[src/hw/rtl/pidaw_pkg.sv]
// package: types, constants and saturation helpers for the pid anti-windup core
`timescale 1ns / 1ps
package pidaw_pkg;

  localparam int unsigned DataW = 32;
  localparam int unsigned AlphaW = 17;
  localparam int unsigned CfgIdxW = 3;

  localparam logic [CfgIdxW-1:0] RegGainP = 3'd0;
  localparam logic [CfgIdxW-1:0] RegGainI = 3'd1;
  localparam logic [CfgIdxW-1:0] RegGainD = 3'd2;
  localparam logic [CfgIdxW-1:0] RegAlpha = 3'd3;
  localparam logic [CfgIdxW-1:0] RegOutLo = 3'd4;
  localparam logic [CfgIdxW-1:0] RegOutHi = 3'd5;
  localparam logic [CfgIdxW-1:0] RegIntLo = 3'd6;
  localparam logic [CfgIdxW-1:0] RegIntHi = 3'd7;

  localparam logic [AlphaW-1:0] AlphaOne = 17'd65536;

  typedef struct packed {
    logic               start;
    logic signed [32:0] dividend;
    logic        [31:0] divisor;
  } div_req_t;

  typedef struct packed {
    logic               done;
    logic signed [31:0] quot;
  } div_rsp_t;

  // saturate a 66-bit signed value to 32 bits
  function automatic logic signed [31:0] sat66(input logic signed [65:0] v);
    logic signed [65:0] mx;
    logic signed [65:0] mn;
    begin
      mx = 66'sh0_7FFF_FFFF;
      mn = -66'sh0_8000_0000;
      if (v > mx) sat66 = 32'sh7FFF_FFFF;
      else if (v < mn) sat66 = 32'sh8000_0000;
      else sat66 = v[31:0];
    end
  endfunction

  function automatic logic signed [31:0] clamp(input logic signed [31:0] v,
                                               input logic signed [31:0] lo,
                                               input logic signed [31:0] hi);
    logic signed [31:0] t;
    begin
      t = (v < lo) ? lo : v;
      clamp = (t > hi) ? hi : t;
    end
  endfunction

endpackage

[src/hw/rtl/pidaw_div.sv]
// serial restoring divider: signed 33-bit dividend scaled by 2^24 over unsigned 32-bit divisor, saturated
`timescale 1ns / 1ps
module pidaw_div (
  input  logic                clk_i,
  input  logic                rst_ni,
  input  pidaw_pkg::div_req_t req_i,
  output pidaw_pkg::div_rsp_t rsp_o
);
  // dividend is diff * 2^24, |diff| < 2^33
  logic [57:0] rem_q, rem_d;
  logic [57:0] quo_q, quo_d;
  logic [31:0] dvs_q, dvs_d;
  logic        neg_q, neg_d;
  logic [5:0]  cnt_q, cnt_d;
  logic        busy_q, busy_d;
  logic        done_q, done_d;
  logic [32:0] diff_abs;
  logic        fits;
  logic signed [59:0] sq;

  always_comb begin
    diff_abs = req_i.dividend[32] ? 33'(-req_i.dividend) : 33'(req_i.dividend);
    fits = 1'b0;
    rem_d = rem_q;
    quo_d = quo_q;
    dvs_d = dvs_q;
    neg_d = neg_q;
    cnt_d = cnt_q;
    busy_d = busy_q;
    done_d = 1'b0;
    if (req_i.start) begin
      rem_d = '0;
      quo_d = {1'b0, diff_abs, 24'd0};
      dvs_d = req_i.divisor;
      neg_d = req_i.dividend[32];
      cnt_d = 6'd58;
      busy_d = 1'b1;
    end else if (busy_q) begin
      rem_d = {rem_q[56:0], quo_q[57]};
      quo_d = {quo_q[56:0], 1'b0};
      fits = rem_d >= {26'd0, dvs_q};
      if (fits) begin
        rem_d = rem_d - {26'd0, dvs_q};
        quo_d[0] = 1'b1;
      end
      cnt_d = cnt_q - 6'd1;
      if (cnt_q == 6'd1) begin
        busy_d = 1'b0;
        done_d = 1'b1;
      end
    end
  end

  always_comb begin
    sq = neg_q ? -$signed({2'b00, quo_q}) : $signed({2'b00, quo_q});
    rsp_o.done = done_q;
    rsp_o.quot = pidaw_pkg::sat66(66'(sq));
  end

  always_ff @(posedge clk_i or negedge rst_ni) begin
    if (!rst_ni) begin
      busy_q <= 1'b0;
      done_q <= 1'b0;
      cnt_q  <= '0;
    end else begin
      busy_q <= busy_d;
      done_q <= done_d;
      cnt_q  <= cnt_d;
    end
  end

  always_ff @(posedge clk_i) begin
    rem_q <= rem_d;
    quo_q <= quo_d;
    dvs_q <= dvs_d;
    neg_q <= neg_d;
  end
endmodule

[config.mk]
export PLATFORM = sky130hd
export DESIGN_NAME = pidaw_div
export DESIGN_NICKNAME = d
export VERILOG_FILES = /design/src/hw/rtl/pidaw_pkg.sv /design/src/hw/rtl/pidaw_div.sv
export SDC_FILE = /design/constraint.sdc
export NUM_CORES = 1
export LEC_CHECK = 0
export BUFFER_PORTS_ARGS = -buffer_cell sky130_fd_sc_hd__buf_2
export CELL_PAD_IN_SITES_DETAIL_PLACEMENT = 1
export CELL_PAD_IN_SITES_GLOBAL_PLACEMENT = 2
export CORE_MARGIN = 4
export CORE_UTILIZATION = 35
export DETAILED_ROUTE_END_ITERATION = 16
export PLACE_DENSITY = 0.86
export SETUP_SLACK_MARGIN = 0.4
export SLEW_MARGIN = 0
export SYNTH_ARGS = -nofsm -noshare
export SYNTH_HDL_FRONTEND = slang
export SYNTH_SLANG_ARGS = --single-unit
[constraint.sdc]
create_clock -name clk_i -period 4.6 [get_ports clk_i]
set_input_delay 0.69 -clock clk_i [delete_from_list [all_inputs] [get_ports clk_i]]
set_output_delay 0.69 -clock clk_i [all_outputs]
set_load 0.02 [all_outputs]
==> results.cfg <==
[routing]
detail_route.wirelength_mm = 35.69
total_vias_in_the_final_route = 10360
route.detailed.drc = 0
detailedRoute.firstPassIterationCount = 4
dr.first_iter.drc_count = 526
routedWlPerCell_um = 19.43
residual_antenna_violating_net_count_after_detailed_routing = 0
viasPerCell = 5.638

[critical_path]
timing.critical_path.to_type = output pin
critical_path.max_stage_delay_ns = 0.60
crit-reg2reg-capture = rem_q[44]
reg2reg_depth = 13
cpMaxStageDelayCell = or4_4
critical_path_cell_sequence = or4_4, or2_4, or4_4, buf_12, o41ai_4, xor2_1, nor4bb_2, nand4_1, o41ai_4, buf_6, buf_12, buf_16, a21boi_2, buf_4
required_arrival_time_at_the_worst_endpoint_ns = 3.91
crit_type = flip-flop to output pin
worst_path_dominant_cell_family = simple AND/OR/NAND/NOR gates
crit_fanout = 8
regToRegSetupSlack_ns = 0.77
critPathLaunchType = flip-flop
arrival_worst_endpoint_ns = 4.43
path_buf_inv = 5
critical_path.reg2reg.startpoint = quo_q[57]

[sta]
max_slew_margin_vs_limit = 0.2037
drv_slew = 0
fmax_mhz = 195.2
finalClockSkew_ns = 0.01202
final_worst_path_setup_slack_ns = -0.5220
max_slew.worst_pin.slew_ns = 1.194
report.final.hold_viol_count = 0
finalHoldWorstSlack_ns = 0.09387
finalCriticalPeriod_ns = 5.122
setup_viol_count_final = 31
layout_worst_path_cycle_share = 1.113
rsz_0062_raised_after_global_routing = true

[global_routing]
grt_start_max_net_pins = 76
vias_in_the_first_global_route = 10870
antenna_found_initial = 1
grt_pass1_wl_mm = 57.94
grt.overflow.total = 0
global_route_usage_sum = 0.1989

[clocking]
clock_insertion_delay_worst_skew_ns = 0.44
clock_tree_root_buffer_cell = clkbuf_16
cts.path.max_buffers = 2
cts_tree = built
clkSlewWorstSetupHoldPaths_ns = 0.07
clock_sink_count = 156
clock_tree.htree_level_count = 4
tritoncts.num_buffers = 17
postCtsHoldBufs = 0

[power_and_ir_drop]
p_total_mw = 6.565
comb_power_share = 0.480
power.net_switching_mw = 2.706
netSwitchingFraction = 0.4122
power-per-cell-area_nw_per_um2 = 483.1
power_frac_seq = 0.307
power.leakage_nw = 5.764
power.internal_mw = 3.859
share_clk_of_total_power = 0.213
ir_drop_worst_vdd_mv = 0.2207

[logic_synthesis]
post_synth_inst_count = 1304
synth_warnings = 0
avgSynthCellArea_um2 = 8.600
synth.lib_cells_used.distinct = 77
synth-seq-area-share = 0.3410
synth_enable_flop_cells = 66
synth_area_um2 = 11210
synthArstFlopShare = 0.05128
postSynth.topFlopCell = dfxtp_1
syn_nets = 1409
synth.ff_latch_count = 156

[floorplan]
num_io_pins = 101
coreArea_um2 = 31560
die_y_um = 187
die-area_um2 = 34970
count_of_standard_cell_rows = 65
die_w_um = 187
floorplan.initialDensity = 0.3554

[layout]
layout_common_cells = nand2_1 (127), nor2_1 (112), buf_4 (82), dfxtp_1 (82), buf_2 (74)
n_fill_cell = 3684
area.growth.synth_to_final_pct = 21.16
drive_above_1_share = 0.2056
antenna_cells_inserted = 0
mostFrequentLayoutCell = nand2_1
num-nets-final = 1527

[outcome]
run_status = complete, but fails checks
violations = setup timing

[worst_hold_path]
hold_path_class = primary input to asynchronous set/reset pin

[place]
gp_congestion = 0.8540
detailedPlacementHpwl_mm = 24.99
port_buffers = 100

[flow_run]
cap_violations = 0
-- flip-flops by register name (all words and copies together) (netlist names) --
| name | cells |
|---|---|
| neg_q | 1 |
| busy_q | 1 |
| quo_q | 58 |
| dvs_q | 32 |
| done_q | 1 |
| rem_q | 57 |
| cnt_q | 6 |
-- metal layers --
layer | global-route usage | vias to the layer above | share of wire
li1 | - | 5051 | -
met3 | 0.02837 | 35 | 0.028
met4 | 0.04664 | 0 | 0.015
met2 | 0.3496 | 168 | 0.50
met5 | 0 | - | 0
met1 | 0.2595 | 5103 | 0.46
-- timing repair --
action / CTS / global route
resized for setup: 53 / 42
gates cloned: 4 / 0
pin swaps: 18 / 8
endpoints found under the setup margin: 31 / 34
buffers inserted: 16 / 3
-- kinds of logic (layout without fill, tap and decap cells) --
group	count (synthesis)	count (layout)	share of synthesized area
simple gates	456	456	0.2050
buf+inv	141	272	0.05110
xor+xnor	127	127	0.09918
fa+ha+maj	37	37	0.04195
flops	156	156	0.3410
mux	32	32	0.02867
compound gates	355	355	0.2332
-- worst max-delay path by stage --
stage	from	to	slack, ns	cells after the start
after floorplan	quo_q[31]	rsp_o[30]	0.35	12
after global placement	quo_q[35]	rsp_o[0]	0.002	11
after detailed placement	quo_q[35]	rsp_o[0]	-0.02	11
after CTS	quo_q[28]	rsp_o[1]	-0.40	14
after global routing	quo_q[30]	rsp_o[8]	-0.66	14
final	quo_q[30]	rsp_o[8]	-0.52	14
-- power groups by stage --
stage                     Combinational [mW]  Clock [mW]  Sequential (mW)
after global placement                  2.93           0             2.02
final                                   3.15        1.40             2.02
after floorplan                         2.21           0             1.95
after global routing                    3.52        1.49             2.06
after CTS                               3.10        1.44             2.01
after detailed placement                2.99           0             2.03
-- area by class of cell --
type | count | area, µm² | area share
clock inverters | 11 | 106.4 | 0.007827
well taps | 402 | 503.0 | 0.03702
flip-flops and latches | 156 | 3827 | 0.2817
clock buffers | 21 | 461.7 | 0.03398
repair buffers | 187 | 1419 | 0.1044
multi-input cells | 1007 | 7072 | 0.5204
inverters | 53 | 198.9 | 0.01464
-- metrics by stage --
| stage | TNS, ns | util | std cells | worst slack [ns] | cell area [µm²] |
|---|---|---|---|---|---|
| 6_report | -14.70 | 0.4306 | 1837 | -0.5220 | 13590 |
| 5_1_grt | -18.91 | 0.4306 | 1837 | -0.6595 | 13590 |
| 3_3_place_gp | 0 | 0.3913 | 1782 | 0.002454 | 12350 |
| 4_1_cts | -11.14 | 0.4235 | 1834 | -0.4003 | 13360 |
| 2_1_floorplan | 0 | - | 1304 | 0.3488 | 11210 |
| 3_5_place_dp | -0.07395 | 0.3913 | 1782 | -0.02447 | 12350 |
-- synthesized netlist by cell type, drive strengths merged, types with 18 or more instances --
library cell	number	area (µm²)
a21o	24	180.2
o21ai	77	385.4
inv	53	198.9
clkbuf	72	270.3
or3	21	131.4
dfxtp	82	1642
a211oi	18	135.1
nor3	35	175.2
mux2i	31	310.3
a21boi	34	367.9
o31ai	25	187.7
xor2	66	578.1
xnor2	61	534.3
a21oi	47	235.2
nand4	23	143.9
nor2	113	424.2
ha	36	450.4
a22o	31	271.5
edfxtp	66	1982
nand2	127	476.7
a311oi	19	166.4
nor4	23	165.2
nand3	26	130.1
Note: power is estimated with default switching activity, not from simulation.
